==> config.mk <==
export PLATFORM = sky130hd
export DESIGN_NAME = rc_channel_hbridge_drive_core
export DESIGN_NICKNAME = d
export VERILOG_FILES = /design/src/hdl/rchb_pkg.sv /design/src/hdl/rchb_div.sv /design/src/hdl/rc_channel_hbridge_drive_core.sv
export VERILOG_INCLUDE_DIRS = /design/src /design/src/hdl
export SDC_FILE = /design/constraint.sdc
export NUM_CORES = 1
export LEC_CHECK = 0
export BUFFER_PORTS_ARGS = -buffer_cell sky130_fd_sc_hd__buf_2
export CAP_MARGIN = 40
export CORE_MARGIN = 4
export CORE_UTILIZATION = 50
export CTS_CLUSTER_SIZE = 28
export DETAILED_ROUTE_END_ITERATION = 6
export PLACE_DENSITY = 0.67
export SLEW_MARGIN = 20
export SYNTH_ARGS = -nofsm -noshare
export SYNTH_HDL_FRONTEND = slang
export SYNTH_SLANG_ARGS = --single-unit
export TNS_END_PERCENT = 20
==> constraint.sdc <==
create_clock -name clk -period 13.16 [get_ports clk]
set_input_delay 0.658 -clock clk [delete_from_list [all_inputs] [get_ports clk]]
set_output_delay 0.658 -clock clk [all_outputs]
set_load 0.005 [all_outputs]
==> src/hdl/rc_channel_hbridge_drive_core_defines.svh <==
// Assertion macros shared by the RC channel H-bridge drive RTL.
// Included by modules that carry concurrent checks; no other dependencies.
`ifndef RC_CHANNEL_HBRIDGE_DRIVE_CORE_DEFINES_SVH
`define RC_CHANNEL_HBRIDGE_DRIVE_CORE_DEFINES_SVH

// Same-cycle implication, disabled while in reset.
`define RCHB_ASSERT_HOLDS(label, clk, rst_n, ante, cons) \
    label: assert property (@(posedge clk) disable iff (!rst_n) (ante) |-> (cons)) \
        else $error("rc hbridge drive: same-cycle check failed");

// Next-cycle implication, disabled while in reset.
`define RCHB_ASSERT_NEXT(label, clk, rst_n, ante, cons) \
    label: assert property (@(posedge clk) disable iff (!rst_n) (ante) |=> (cons)) \
        else $error("rc hbridge drive: next-cycle check failed");

`endif

==> src/hdl/rchb_pkg.sv <==
// Shared constants and types for the RC channel H-bridge drive.
// No dependencies; used by rchb_div and rc_channel_hbridge_drive_core.
package rchb_pkg;

    // configuration register widths
    localparam int CFG_BITS = 12;
    localparam int DB_BITS  = 10;

    // register index codes (byte address / 4)
    localparam logic [1:0] REG_CH_MIN    = 2'd0;
    localparam logic [1:0] REG_CH_MAX    = 2'd1;
    localparam logic [1:0] REG_DEADBAND  = 2'd2;
    localparam logic [1:0] REG_LOSS_LIM  = 2'd3;

    // request kinds
    localparam logic OP_TICK   = 1'b0;
    localparam logic OP_SAMPLE = 1'b1;

    // bridge direction codes
    localparam logic [1:0] DIR_STOP = 2'd0;
    localparam logic [1:0] DIR_FWD  = 2'd1;
    localparam logic [1:0] DIR_BWD  = 2'd2;

    // filter age counters saturate here
    localparam int         AGE_BITS = 4;
    localparam logic [3:0] AGE_MAX  = 4'd15;

    // map divider: quotient bits resolved one per cycle, saturated result width
    localparam int DIV_STEPS    = 10;
    localparam int DIV_CNT_BITS = 4;
    localparam int DIV_Q_BITS   = 9;

    typedef struct packed {
        logic                  done;
        logic [DIV_Q_BITS-1:0] quot;
    } div_res_t;

endpackage

==> src/hdl/rchb_div.sv <==
// Serial restoring divider for the channel-to-target map, one quotient bit per cycle.
// Quotient saturates to all ones when it would need more than DIV_Q_BITS bits.
// Depends on rchb_pkg and rc_channel_hbridge_drive_core_defines.svh.
`include "rc_channel_hbridge_drive_core_defines.svh"

module rchb_div #(
    parameter int NUM_BITS = 21,
    parameter int DEN_BITS = 12
) (
    input  logic                  clk,
    input  logic                  rst_n,
    input  logic                  start,
    input  logic [NUM_BITS-1:0]   num,
    input  logic [DEN_BITS-1:0]   den,
    output rchb_pkg::div_res_t    res
);

    localparam int IW = ((NUM_BITS > DEN_BITS + rchb_pkg::DIV_STEPS - 1) ?
                         NUM_BITS : DEN_BITS + rchb_pkg::DIV_STEPS - 1) + 1;

    logic [IW-1:0]                      rem_reg, rem_next;
    logic [IW-1:0]                      dsh_reg, dsh_next;
    logic [rchb_pkg::DIV_STEPS-1:0]     q_reg, q_next;
    logic [rchb_pkg::DIV_CNT_BITS-1:0]  cnt_reg, cnt_next;
    logic                               busy_reg, busy_next;
    logic                               done_reg, done_next;
    logic                               ge;

    assign ge = (rem_reg >= dsh_reg);

    always_comb
    begin
        rem_next  = rem_reg;
        dsh_next  = dsh_reg;
        q_next    = q_reg;
        cnt_next  = cnt_reg;
        busy_next = busy_reg;
        done_next = 1'b0;
        if (start)
        begin
            rem_next  = IW'(num);
            dsh_next  = IW'(den) << (rchb_pkg::DIV_STEPS - 1);
            q_next    = '0;
            cnt_next  = rchb_pkg::DIV_CNT_BITS'(rchb_pkg::DIV_STEPS - 1);
            busy_next = 1'b1;
        end
        else if (busy_reg)
        begin
            if (ge)
                rem_next = rem_reg - dsh_reg;
            q_next   = {q_reg[rchb_pkg::DIV_STEPS-2:0], ge};
            dsh_next = dsh_reg >> 1;
            if (cnt_reg == '0)
            begin
                busy_next = 1'b0;
                done_next = 1'b1;
            end
            else
                cnt_next = cnt_reg - 1'b1;
        end
    end

    always_ff @(posedge clk or negedge rst_n)
    begin
        if (!rst_n)
        begin
            busy_reg <= 1'b0;
            done_reg <= 1'b0;
            cnt_reg  <= '0;
        end
        else
        begin
            busy_reg <= busy_next;
            done_reg <= done_next;
            cnt_reg  <= cnt_next;
        end
    end

    always_ff @(posedge clk)
    begin
        rem_reg <= rem_next;
        dsh_reg <= dsh_next;
        q_reg   <= q_next;
    end

    // top quotient bit set means the map overflowed; clamp
    assign res.done = done_reg;
    assign res.quot = q_reg[rchb_pkg::DIV_STEPS-1] ? {rchb_pkg::DIV_Q_BITS{1'b1}} :
                      q_reg[rchb_pkg::DIV_Q_BITS-1:0];

    `RCHB_ASSERT_HOLDS(a_div_no_restart, clk, rst_n, start, !busy_reg)
    `RCHB_ASSERT_HOLDS(a_div_cnt_range, clk, rst_n, busy_reg, cnt_reg <= rchb_pkg::DIV_CNT_BITS'(rchb_pkg::DIV_STEPS - 1))

endmodule

==> src/hdl/rc_channel_hbridge_drive_core.sv <==
// RC channel H-bridge drive: one request in, one result out, under a small sequencer.
// Tick without brake: tick check, then output. Sample, at most: prep and classify, the
// serial divider, decide, a slew pass (magnitude, multiply, add, end) through one shared
// multiplier, output. Brake tick that ends the brake runs two slew passes. One request
// at a time; the next is taken once the sequencer is back in idle, as the result lands
// in the output register; a stalled result holds the following one back in output.
// Reset (rst_n, async low) restores default calibration and both filters to 255.0.
// Depends on rchb_pkg, rchb_div and rc_channel_hbridge_drive_core_defines.svh.
`include "rc_channel_hbridge_drive_core_defines.svh"

module rc_channel_hbridge_drive_core #(
    parameter int CHANNEL_BITS = 12,
    parameter int FRAC_BITS    = 16,
    parameter int RAMP_GAP_MS  = 10,
    parameter int BRAKE_MS     = 150
) (
    input  logic                      clk,
    input  logic                      rst_n,
    // request channel
    input  logic                      req_valid,
    output logic                      req_stall,
    input  logic                      op,
    input  logic [CHANNEL_BITS-1:0]   channel,
    // result channel
    output logic                      res_valid,
    input  logic                      res_stall,
    output logic [1:0]                bridge_mode,
    output logic [7:0]                duty,
    output logic                      braking,
    output logic                      signal_lost,
    // configuration port
    input  logic                      psel,
    input  logic                      penable,
    input  logic                      pwrite,
    input  logic [3:0]                paddr,
    input  logic [31:0]               pwdata,
    output logic [31:0]               prdata,
    output logic                      pready
);

    localparam int XW  = (CHANNEL_BITS > 13) ? CHANNEL_BITS : 13;
    localparam int SW  = XW + 2;
    localparam int NW  = XW + 8;
    localparam int FW  = 8 + FRAC_BITS;
    localparam longint unsigned GAIN_Q = ((64'd65 << FRAC_BITS) + 64'd500) / 64'd1000;
    localparam int GW  = $clog2(GAIN_Q + 1);
    localparam int PW  = FW + GW;
    localparam int BCW = $clog2(BRAKE_MS + 2);
    localparam int CB  = rchb_pkg::CFG_BITS;
    localparam int DB  = rchb_pkg::DB_BITS;

    localparam logic [FW-1:0]  FULL_Q   = {8'hFF, {FRAC_BITS{1'b0}}};
    localparam logic [GW-1:0]  GAIN     = GW'(GAIN_Q);
    localparam logic [PW:0]    HALF_LSB = (PW + 1)'(1) << (FRAC_BITS - 1);
    localparam logic [BCW-1:0] BRAKE_LD = BCW'(BRAKE_MS + 1);
    localparam logic [rchb_pkg::AGE_BITS-1:0] GAP = rchb_pkg::AGE_BITS'(RAMP_GAP_MS);

    // sequencer states
    localparam logic [3:0] S_IDLE   = 4'd0;
    localparam logic [3:0] S_PREP   = 4'd1;
    localparam logic [3:0] S_CLASS  = 4'd2;
    localparam logic [3:0] S_DIV    = 4'd3;
    localparam logic [3:0] S_DECIDE = 4'd4;
    localparam logic [3:0] S_TICK   = 4'd5;
    localparam logic [3:0] S_MAG    = 4'd6;
    localparam logic [3:0] S_MUL    = 4'd7;
    localparam logic [3:0] S_ADD    = 4'd8;
    localparam logic [3:0] S_END    = 4'd9;
    localparam logic [3:0] S_OUT    = 4'd10;

    // configuration
    logic [CB-1:0] ch_min_reg, ch_min_next;
    logic [CB-1:0] ch_max_reg, ch_max_next;
    logic [DB-1:0] db_reg, db_next;
    logic [CB-1:0] loss_lim_reg, loss_lim_next;

    // drive state
    logic [3:0]                    state_reg, state_next;
    logic [1:0]                    dir_stat_reg, dir_stat_next;
    logic [FW-1:0]                 fwd_filt_reg, fwd_filt_next;
    logic [FW-1:0]                 bwd_filt_reg, bwd_filt_next;
    logic [rchb_pkg::AGE_BITS-1:0] fwd_age_reg, fwd_age_next;
    logic [rchb_pkg::AGE_BITS-1:0] bwd_age_reg, bwd_age_next;
    logic [BCW-1:0]                brake_cnt_reg, brake_cnt_next;
    logic [7:0]                    pend_tgt_reg, pend_tgt_next;
    logic                          lost_reg, lost_next;
    logic [1:0]                    held_mode_reg, held_mode_next;
    logic [7:0]                    held_duty_reg, held_duty_next;

    // per-request working registers
    logic [CHANNEL_BITS-1:0]  ch_reg, ch_next;
    logic signed [SW-1:0]     lo_reg, lo_next;
    logic signed [SW-1:0]     hi_reg, hi_next;
    logic [1:0]               samp_dir_reg, samp_dir_next;
    logic [7:0]               tgt_reg, tgt_next;
    // slew job: side (0 forward, 1 backward), target, update held output after
    logic                     sl_side_reg, sl_side_next;
    logic [7:0]               sl_tgt_reg, sl_tgt_next;
    logic                     sl_held_reg, sl_held_next;
    logic                     nx_pend_reg, nx_pend_next;
    logic [FW-1:0]            mag_reg, mag_next;
    logic                     up_reg, up_next;
    logic [PW-1:0]            prod_reg, prod_next;

    // result register
    logic                     res_valid_reg, res_valid_next;
    logic [1:0]               mode_o_reg, mode_o_next;
    logic [7:0]               duty_o_reg, duty_o_next;
    logic                     brk_o_reg, brk_o_next;
    logic                     lost_o_reg, lost_o_next;

    // divider
    logic                     div_start;
    logic [NW-1:0]            div_num;
    logic [CB-1:0]            div_den;
    rchb_pkg::div_res_t       div_res;

    rchb_div #(
        .NUM_BITS (NW),
        .DEN_BITS (CB)
    ) u_div (
        .clk   (clk),
        .rst_n (rst_n),
        .start (div_start),
        .num   (div_num),
        .den   (div_den),
        .res   (div_res)
    );

    // ---------------- combinational helpers ----------------
    logic                   cfg_wr;
    logic                   req_acc;
    logic [CB:0]            cen_sum;
    logic [CB-1:0]          centre;
    logic signed [SW-1:0]   cen_s, db_s;
    logic signed [SW-1:0]   xs, mns, mxs;
    logic                   fwd_sel, bwd_sel, fwd_zero, bwd_zero;
    logic signed [SW-1:0]   diff, den_s;
    logic [XW-1:0]          v;
    logic [XW-1:0]          ch_x, ll_x;
    logic [FW-1:0]          f_sel, goal;
    logic [rchb_pkg::AGE_BITS-1:0] age_sel;
    logic [PW:0]            rnd;
    logic [FW-1:0]          step;
    logic [FW-1:0]          f_new;
    logic                   rev;

    assign cfg_wr  = psel && penable && pwrite && pready;
    assign req_acc = req_valid && !req_stall;

    assign cen_sum = {1'b0, ch_min_reg} + {1'b0, ch_max_reg};
    assign centre  = cen_sum[CB:1];
    assign cen_s   = $signed({{(SW-CB){1'b0}}, centre});
    assign db_s    = $signed({{(SW-DB){1'b0}}, db_reg});

    assign xs  = $signed({{(SW-CHANNEL_BITS){1'b0}}, ch_reg});
    assign mns = $signed({{(SW-CB){1'b0}}, ch_min_reg});
    assign mxs = $signed({{(SW-CB){1'b0}}, ch_max_reg});

    assign fwd_sel  = (xs > lo_reg);
    assign bwd_sel  = (xs < hi_reg);
    assign fwd_zero = (mxs <= lo_reg);
    assign bwd_zero = (hi_reg <= mns) || (xs <= mns);

    assign diff    = fwd_sel ? (xs - lo_reg) : (xs - mns);
    assign den_s   = fwd_sel ? (mxs - lo_reg) : (hi_reg - mns);
    assign v       = diff[XW-1:0];
    // times 255 as a shift and subtract
    assign div_num = {v, 8'h00} - NW'(v);
    assign div_den = den_s[CB-1:0];

    assign ch_x = XW'(ch_reg);
    assign ll_x = XW'(loss_lim_reg);

    assign f_sel   = sl_side_reg ? bwd_filt_reg : fwd_filt_reg;
    assign age_sel = sl_side_reg ? bwd_age_reg : fwd_age_reg;
    assign goal    = {sl_tgt_reg, {FRAC_BITS{1'b0}}};
    assign rnd     = {1'b0, prod_reg} + HALF_LSB;
    assign step    = FW'(rnd >> FRAC_BITS);
    assign f_new   = up_reg ? (f_sel + step) : (f_sel - step);

    assign rev = ((samp_dir_reg == rchb_pkg::DIR_FWD) && (dir_stat_reg == rchb_pkg::DIR_BWD)) ||
                 ((samp_dir_reg == rchb_pkg::DIR_BWD) && (dir_stat_reg == rchb_pkg::DIR_FWD));

    // ---------------- configuration port ----------------
    always_comb
    begin
        ch_min_next   = ch_min_reg;
        ch_max_next   = ch_max_reg;
        db_next       = db_reg;
        loss_lim_next = loss_lim_reg;
        if (cfg_wr)
        begin
            unique case (paddr[3:2])
                rchb_pkg::REG_CH_MIN:   ch_min_next   = pwdata[CB-1:0];
                rchb_pkg::REG_CH_MAX:   ch_max_next   = pwdata[CB-1:0];
                rchb_pkg::REG_DEADBAND: db_next       = pwdata[DB-1:0];
                rchb_pkg::REG_LOSS_LIM: loss_lim_next = pwdata[CB-1:0];
            endcase
        end
    end

    always_comb
    begin
        unique case (paddr[3:2])
            rchb_pkg::REG_CH_MIN:   prdata = {{(32-CB){1'b0}}, ch_min_reg};
            rchb_pkg::REG_CH_MAX:   prdata = {{(32-CB){1'b0}}, ch_max_reg};
            rchb_pkg::REG_DEADBAND: prdata = {{(32-DB){1'b0}}, db_reg};
            rchb_pkg::REG_LOSS_LIM: prdata = {{(32-CB){1'b0}}, loss_lim_reg};
        endcase
    end

    assign pready = 1'b1;

    // ---------------- sequencer ----------------
    always_comb
    begin
        state_next     = state_reg;
        dir_stat_next  = dir_stat_reg;
        fwd_filt_next  = fwd_filt_reg;
        bwd_filt_next  = bwd_filt_reg;
        fwd_age_next   = fwd_age_reg;
        bwd_age_next   = bwd_age_reg;
        brake_cnt_next = brake_cnt_reg;
        pend_tgt_next  = pend_tgt_reg;
        lost_next      = lost_reg;
        held_mode_next = held_mode_reg;
        held_duty_next = held_duty_reg;
        ch_next        = ch_reg;
        lo_next        = lo_reg;
        hi_next        = hi_reg;
        samp_dir_next  = samp_dir_reg;
        tgt_next       = tgt_reg;
        sl_side_next   = sl_side_reg;
        sl_tgt_next    = sl_tgt_reg;
        sl_held_next   = sl_held_reg;
        nx_pend_next   = nx_pend_reg;
        mag_next       = mag_reg;
        up_next        = up_reg;
        prod_next      = prod_reg;
        mode_o_next    = mode_o_reg;
        duty_o_next    = duty_o_reg;
        brk_o_next     = brk_o_reg;
        lost_o_next    = lost_o_reg;
        res_valid_next = res_valid_reg && res_stall;
        div_start      = 1'b0;

        unique case (state_reg)
            S_IDLE:
            begin
                if (req_acc)
                begin
                    ch_next = channel;
                    if (op == rchb_pkg::OP_SAMPLE)
                        // a sample during brake is dropped entirely, but still answered with a result
                        state_next = (brake_cnt_reg != '0) ? S_OUT : S_PREP;
                    else
                    begin
                        if (fwd_age_reg != rchb_pkg::AGE_MAX)
                            fwd_age_next = fwd_age_reg + 1'b1;
                        if (bwd_age_reg != rchb_pkg::AGE_MAX)
                            bwd_age_next = bwd_age_reg + 1'b1;
                        state_next = S_TICK;
                    end
                end
            end

            S_PREP:
            begin
                lo_next    = cen_s + db_s;
                hi_next    = cen_s - db_s;
                state_next = S_CLASS;
            end

            S_CLASS:
            begin
                priority if (lost_reg && !(ch_x > ll_x))
                    state_next = S_OUT;
                else if (!lost_reg && (ch_x < ll_x))
                begin
                    lost_next      = 1'b1;
                    held_mode_next = rchb_pkg::DIR_STOP;
                    held_duty_next = 8'd0;
                    state_next     = S_OUT;
                end
                else
                begin
                    lost_next = 1'b0;
                    priority if (fwd_sel)
                    begin
                        samp_dir_next = rchb_pkg::DIR_FWD;
                        tgt_next      = 8'd0;
                        if (fwd_zero)
                            state_next = S_DECIDE;
                        else
                        begin
                            div_start  = 1'b1;
                            state_next = S_DIV;
                        end
                    end
                    else if (bwd_sel)
                    begin
                        samp_dir_next = rchb_pkg::DIR_BWD;
                        tgt_next      = 8'd0;
                        if (bwd_zero)
                            state_next = S_DECIDE;
                        else
                        begin
                            div_start  = 1'b1;
                            state_next = S_DIV;
                        end
                    end
                    else
                    begin
                        dir_stat_next  = rchb_pkg::DIR_STOP;
                        held_mode_next = rchb_pkg::DIR_STOP;
                        held_duty_next = 8'd0;
                        state_next     = S_OUT;
                    end
                end
            end

            S_DIV:
            begin
                if (div_res.done)
                begin
                    if (samp_dir_reg == rchb_pkg::DIR_FWD)
                        tgt_next = (div_res.quot >= rchb_pkg::DIV_Q_BITS'(255)) ? 8'd0 :
                                   8'(rchb_pkg::DIV_Q_BITS'(255) - div_res.quot);
                    else
                        tgt_next = (div_res.quot > rchb_pkg::DIV_Q_BITS'(255)) ? 8'd255 :
                                   div_res.quot[7:0];
                    state_next = S_DECIDE;
                end
            end

            S_DECIDE:
            begin
                dir_stat_next = samp_dir_reg;
                nx_pend_next  = 1'b0;
                if (rev)
                begin
                    // brake the old side first, new side waits in pend_tgt
                    pend_tgt_next  = tgt_reg;
                    brake_cnt_next = BRAKE_LD;
                    sl_side_next   = (samp_dir_reg == rchb_pkg::DIR_FWD);
                    sl_tgt_next    = 8'd255;
                    sl_held_next   = 1'b0;
                end
                else
                begin
                    sl_side_next = (samp_dir_reg == rchb_pkg::DIR_BWD);
                    sl_tgt_next  = tgt_reg;
                    sl_held_next = 1'b1;
                end
                state_next = S_MAG;
            end

            S_TICK:
            begin
                if (brake_cnt_reg != '0)
                begin
                    brake_cnt_next = brake_cnt_reg - 1'b1;
                    sl_side_next   = (dir_stat_reg == rchb_pkg::DIR_FWD);
                    sl_tgt_next    = 8'd255;
                    sl_held_next   = 1'b0;
                    nx_pend_next   = (brake_cnt_reg == BCW'(1));
                    state_next     = S_MAG;
                end
                else
                    state_next = S_OUT;
            end

            S_MAG:
            begin
                if (age_sel > GAP)
                begin
                    up_next    = (goal >= f_sel);
                    mag_next   = (goal >= f_sel) ? (goal - f_sel) : (f_sel - goal);
                    state_next = S_MUL;
                end
                else
                    state_next = S_END;
            end

            S_MUL:
            begin
                prod_next  = PW'(mag_reg) * PW'(GAIN);
                state_next = S_ADD;
            end

            S_ADD:
            begin
                if (sl_side_reg)
                begin
                    bwd_filt_next = f_new;
                    bwd_age_next  = '0;
                end
                else
                begin
                    fwd_filt_next = f_new;
                    fwd_age_next  = '0;
                end
                state_next = S_END;
            end

            S_END:
            begin
                if (sl_held_reg)
                begin
                    held_duty_next = f_sel[FW-1:FRAC_BITS];
                    held_mode_next = sl_side_reg ? rchb_pkg::DIR_BWD : rchb_pkg::DIR_FWD;
                end
                if (nx_pend_reg)
                begin
                    // brake ran out: drive the pending side
                    sl_side_next = (dir_stat_reg == rchb_pkg::DIR_BWD);
                    sl_tgt_next  = pend_tgt_reg;
                    sl_held_next = 1'b1;
                    nx_pend_next = 1'b0;
                    state_next   = S_MAG;
                end
                else
                    state_next = S_OUT;
            end

            S_OUT:
            begin
                if (!res_valid_reg || !res_stall)
                begin
                    res_valid_next = 1'b1;
                    priority if (lost_reg)
                    begin
                        mode_o_next = rchb_pkg::DIR_STOP;
                        duty_o_next = 8'd0;
                        brk_o_next  = 1'b0;
                    end
                    else if (brake_cnt_reg != '0)
                    begin
                        brk_o_next = 1'b1;
                        if (dir_stat_reg == rchb_pkg::DIR_FWD)
                        begin
                            mode_o_next = rchb_pkg::DIR_BWD;
                            duty_o_next = bwd_filt_reg[FW-1:FRAC_BITS];
                        end
                        else
                        begin
                            mode_o_next = rchb_pkg::DIR_FWD;
                            duty_o_next = fwd_filt_reg[FW-1:FRAC_BITS];
                        end
                    end
                    else
                    begin
                        brk_o_next  = 1'b0;
                        mode_o_next = held_mode_reg;
                        duty_o_next = (held_mode_reg == rchb_pkg::DIR_STOP) ? 8'd0 :
                                      held_duty_reg;
                    end
                    lost_o_next = lost_reg;
                    state_next  = S_IDLE;
                end
            end

            default:
                state_next = S_IDLE;
        endcase
    end

    always_ff @(posedge clk or negedge rst_n)
    begin
        if (!rst_n)
        begin
            ch_min_reg    <= CB'(1000);
            ch_max_reg    <= CB'(2000);
            db_reg        <= DB'(40);
            loss_lim_reg  <= CB'(800);
            state_reg     <= S_IDLE;
            dir_stat_reg  <= rchb_pkg::DIR_STOP;
            fwd_filt_reg  <= FULL_Q;
            bwd_filt_reg  <= FULL_Q;
            fwd_age_reg   <= '0;
            bwd_age_reg   <= '0;
            brake_cnt_reg <= '0;
            pend_tgt_reg  <= 8'd0;
            lost_reg      <= 1'b0;
            held_mode_reg <= rchb_pkg::DIR_STOP;
            held_duty_reg <= 8'd0;
            nx_pend_reg   <= 1'b0;
            res_valid_reg <= 1'b0;
        end
        else
        begin
            ch_min_reg    <= ch_min_next;
            ch_max_reg    <= ch_max_next;
            db_reg        <= db_next;
            loss_lim_reg  <= loss_lim_next;
            state_reg     <= state_next;
            dir_stat_reg  <= dir_stat_next;
            fwd_filt_reg  <= fwd_filt_next;
            bwd_filt_reg  <= bwd_filt_next;
            fwd_age_reg   <= fwd_age_next;
            bwd_age_reg   <= bwd_age_next;
            brake_cnt_reg <= brake_cnt_next;
            pend_tgt_reg  <= pend_tgt_next;
            lost_reg      <= lost_next;
            held_mode_reg <= held_mode_next;
            held_duty_reg <= held_duty_next;
            nx_pend_reg   <= nx_pend_next;
            res_valid_reg <= res_valid_next;
        end
    end

    always_ff @(posedge clk)
    begin
        ch_reg       <= ch_next;
        lo_reg       <= lo_next;
        hi_reg       <= hi_next;
        samp_dir_reg <= samp_dir_next;
        tgt_reg      <= tgt_next;
        sl_side_reg  <= sl_side_next;
        sl_tgt_reg   <= sl_tgt_next;
        sl_held_reg  <= sl_held_next;
        mag_reg      <= mag_next;
        up_reg       <= up_next;
        prod_reg     <= prod_next;
        mode_o_reg   <= mode_o_next;
        duty_o_reg   <= duty_o_next;
        brk_o_reg    <= brk_o_next;
        lost_o_reg   <= lost_o_next;
    end

    assign req_stall   = (state_reg != S_IDLE);
    assign res_valid   = res_valid_reg;
    assign bridge_mode = mode_o_reg;
    assign duty        = duty_o_reg;
    assign braking     = brk_o_reg;
    assign signal_lost = lost_o_reg;

    `RCHB_ASSERT_NEXT(a_busy_after_accept, clk, rst_n, req_acc, state_reg != S_IDLE)
    `RCHB_ASSERT_HOLDS(a_brake_has_dir, clk, rst_n, brake_cnt_reg != '0, (dir_stat_reg == rchb_pkg::DIR_FWD) || (dir_stat_reg == rchb_pkg::DIR_BWD))
    `RCHB_ASSERT_HOLDS(a_lost_holds_stop, clk, rst_n, lost_reg, (held_mode_reg == rchb_pkg::DIR_STOP) && (brake_cnt_reg == '0))
    `RCHB_ASSERT_HOLDS(a_res_brake_not_lost, clk, rst_n, res_valid && braking, !signal_lost && (bridge_mode != rchb_pkg::DIR_STOP))

endmodule
==> run_results.csv <==
group,metric,value,unit
outcome,status,"finished clean",
clock_tree,clockBufferDepth,3,
logic_synthesis,synthCells,2666,
timing,layout_min_cycle_time,5.85,ns
timing,setup_viol,0,
critical_path,cp_top_family,"simple AND/OR/NAND/NOR gates",
logic_synthesis,async_flop_share,0.458,
critical_path,critPathMaxFanout,39,
clock_tree,insertion_delay,0.57,ns
run,cap_violations,0,
timing,fmax,171,MHz
hold_path,hp-class,"in2async",
clock_tree,cts_tree,"yes",
floorplanning,row_count,82,
finish,area_growth,8.47,%
route,ant_nets,0,
finish,nets,3066,
critical_path,path_buf_inv,1,
timing,hold_violations,0,
global_route,grt-ovfl-total,0,
logic_synthesis,synth_warnings,0,
clock_tree,htreeDepth,2,
critical_path,ff2ff_path_depth,16,
power,leakage,12.1,nW
power,vdd_drop_max,0.101,mV
logic_synthesis,synth_seq_cells,312,
critical_path,crit_arrival,6.14,ns
timing,whs,0.133,ns
floorplanning,dieArea,0.0541,mm²
critical_path,cp.depth,16,
route,firstDrtPassIters,5,
critical_path,required,13.45,ns
power,cellPowerDensity,116,mW/mm²
clock_tree,path_clk_slew,0.06,ns
critical_path,crit_path_max_incr_delay,0.61,ns
clock_tree,cts_resized,0,
floorplanning,die_w,233,µm
timing,slew_headroom,0.453,
floorplanning,start_util,0.504,
route,drc_errors,0,
critical_path,r2r_end,"u_div.rem_reg[16]$_DFFE_PP_",
timing,post-route-period-util,0.445,
finish,n_antenna_cell,0,
critical_path,worst_setup_path_end_kind,"flip-flop",
logic_synthesis,synth-edff-count,149,
finish,utilization,0.547,
clock_tree,cts.sinks,312,
critical_path,endpoint,"u_div.rem_reg[16]$_DFFE_PP_",
global_route,antenna_found_initial,1,
critical_path,crit_start,"ch_reg[6]$_DFFE_PP_",
finish,fillers,4442,
clock_tree,cts_root_buffer,"clkbuf_16",
timing,clock_skew,0.0374,ns
floorplanning,die_y,233,µm
timing,rsz0062_at_grt,"false",
critical_path,start_kind,"flip-flop",
timing,setup_tns,0,ns
critical_path,cp_cell_sequence,"ha_1 > a211oi_2 > o21bai_2 > nor4_4 > o21ai_2 > nand2_2 > inv_2 > or4_1 > o21ai_0 > ha_1 > and3_1 > o2111ai_1 > o211ai_1 > a211oi_1 > xnor2_1 > mux2i_1",
global_route,grt_use_total,0.231,
logic_synthesis,yosysUniqueCellTypes,105,
clock_tree,post-cts-setup-buffers,0,
route,drt_iter0_drc,1059,
floorplanning,core_area,0.0501,mm²
timing,tightest_slew,0.799,ns
critical_path,cpMostUsedCell,"ha_1",
placed_design,dp_hpwl,48600,µm
route,viasPerCell,5.69,
global_route,grt_max_degree,76,
global_route,grt_pass1_wl,101000,µm
critical_path,r2r_slack,7.31,ns
critical_path,r2r_start,"ch_reg[6]$_DFFE_PP_",
route,wl_per_cell,18.4,µm
floorplanning,io_pins,103,
clock_tree,cts_hold_buf,0,
route,vias,19300,
critical_path,crit_slowest_cell,"or4_1",
route,wl,62700,µm
logic_synthesis,synth_ff_type,"edfxtp_1",
logic_synthesis,synth_area,0.0252,mm²
timing,slew_viol_final,0,
placed_design,gp_congestion,0.932,
finish,drive_gt1_frac,0.119,
critical_path,path_class,"reg2reg",
clock_tree,cts_buffers,38,
placed_design,port_buffers,59,
logic_synthesis,ys_seq_area_frac,0.337,
logic_synthesis,syn-mean-instance-area,9.47,µm²
global_route,grt_pass1_vias,19600,
[through the flow]
| stage | setup slack (ns) | instance area, µm² | total power [mW] | std cells |
|---|---|---|---|---|
| 2_1_floorplan | 8.63 | 25300 | 1.89 | 2685 |
| 3_3_place_gp | 7.43 | 26000 | 2.10 | 3323 |
| 3_5_place_dp | 7.38 | 26100 | 2.13 | 3326 |
| 4_1_cts | 7.36 | 27300 | 3.19 | 3396 |
| 5_1_grt | 6.96 | 27400 | 3.36 | 3399 |
| 6_report | 7.31 | 27400 | 3.17 | 3399 |
[layout make-up]
class                   instances  area, µm²  share of cell area
clock buffers                  49       1080              0.0396
clock inverters                21        168             0.00612
inverters                     257        965              0.0352
multi-input cells            2009      15300               0.560
flip-flops and latches        312       8490               0.310
well taps                     672        841              0.0307
repair buffers                 79        492              0.0180
[layout by cell type (no fill, tap or decap), types with 27 or more instances in the layout]
cell | Yosys | final
edfxtp_1 | 149 | 149
a21o_1 | 47 | 46
nand3_1 | 53 | 53
nand2_1 | 189 | 189
dfrtp_1 | 110 | 110
nand2b_1 | 29 | 29
buf_2 | 20 | 59
mux2_2 | 76 | 76
inv_1 | 255 | 255
and3_1 | 27 | 27
nor2_1 | 199 | 199
a21oi_1 | 174 | 174
o21ai_0 | 144 | 144
xnor2_1 | 143 | 143
xor2_1 | 58 | 58
fa_1 | 44 | 44
clkbuf_16 | 0 | 40
nor3_1 | 55 | 52
mux2i_1 | 63 | 63
ha_1 | 269 | 269
dfstp_2 | 33 | 33
[where the power goes]
part | internal, mW | leakage (nW) | switching (mW)
Clock | 0.610 | 0.629 | 0.439
Sequential | 1.11 | 3.19 | 0.0376
Combinational | 0.411 | 8.32 | 0.566
Total | 2.13 | 12.1 | 1.04
[layer usage]
metal / part of all wire / wire length (µm) / track usage / up-vias
li1: - / - / - / 9516
met1: 0.43 / 26800 / 0.288 / 9244
met2: 0.49 / 30700 / 0.406 / 441
met3: 0.044 / 2770 / 0.0349 / 137
met4: 0.039 / 2420 / 0.0878 / 2
met5: 0.00032 / 20 / 0 / -
[worst min-delay path by stage]
stage	endpoint	slack, ns	start	cells past startpoint
finish	u_div.busy_reg$_DFF_PN0_	0.13	rst_n	1
floorplan	brake_cnt_reg[0]$_DFFE_PN0P_	0.36	rst_n	0
global placement	pend_tgt_reg[3]$_DFFE_PN0P_	0.46	tgt_reg[3]$_SDFFCE_PP0P_	2
CTS	brake_cnt_reg[0]$_DFFE_PN0P_	0.16	rst_n	1
detailed placement	pend_tgt_reg[1]$_DFFE_PN0P_	0.46	pend_tgt_reg[1]$_DFFE_PN0P_	2
global route	u_div.busy_reg$_DFF_PN0_	0.17	rst_n	1
[cells in the mapped netlist (52+ instances only)]
cell type / n / area (µm²)
a21oi_1: 174 / 871
clkbuf_1: 52 / 195
dfrtp_1: 110 / 2750
edfxtp_1: 149 / 4470
ha_1: 269 / 3370
inv_1: 255 / 957
mux2_2: 76 / 856
mux2i_1: 63 / 631
nand2_1: 189 / 709
nand3_1: 53 / 265
nor2_1: 199 / 747
nor3_1: 55 / 275
o21ai_0: 144 / 721
xnor2_1: 143 / 1250
xor2_1: 58 / 508
[logic make-up (layout without fill, tap and decap cells)]
| logic type | count (synthesis) | in the layout | share of synthesized area |
|---|---|---|---|
| flops | 312 | 312 | 0.337 |
| compound gates | 618 | 618 | 0.160 |
| buf+inv | 364 | 406 | 0.0599 |
| fa+ha+maj | 313 | 313 | 0.168 |
| other cells | 2 | 21 | 0.000298 |
| xor+xnor | 201 | 201 | 0.0698 |
| mux | 150 | 150 | 0.0687 |
| simple gates | 706 | 706 | 0.137 |
(Power assumes the default switching activity.)
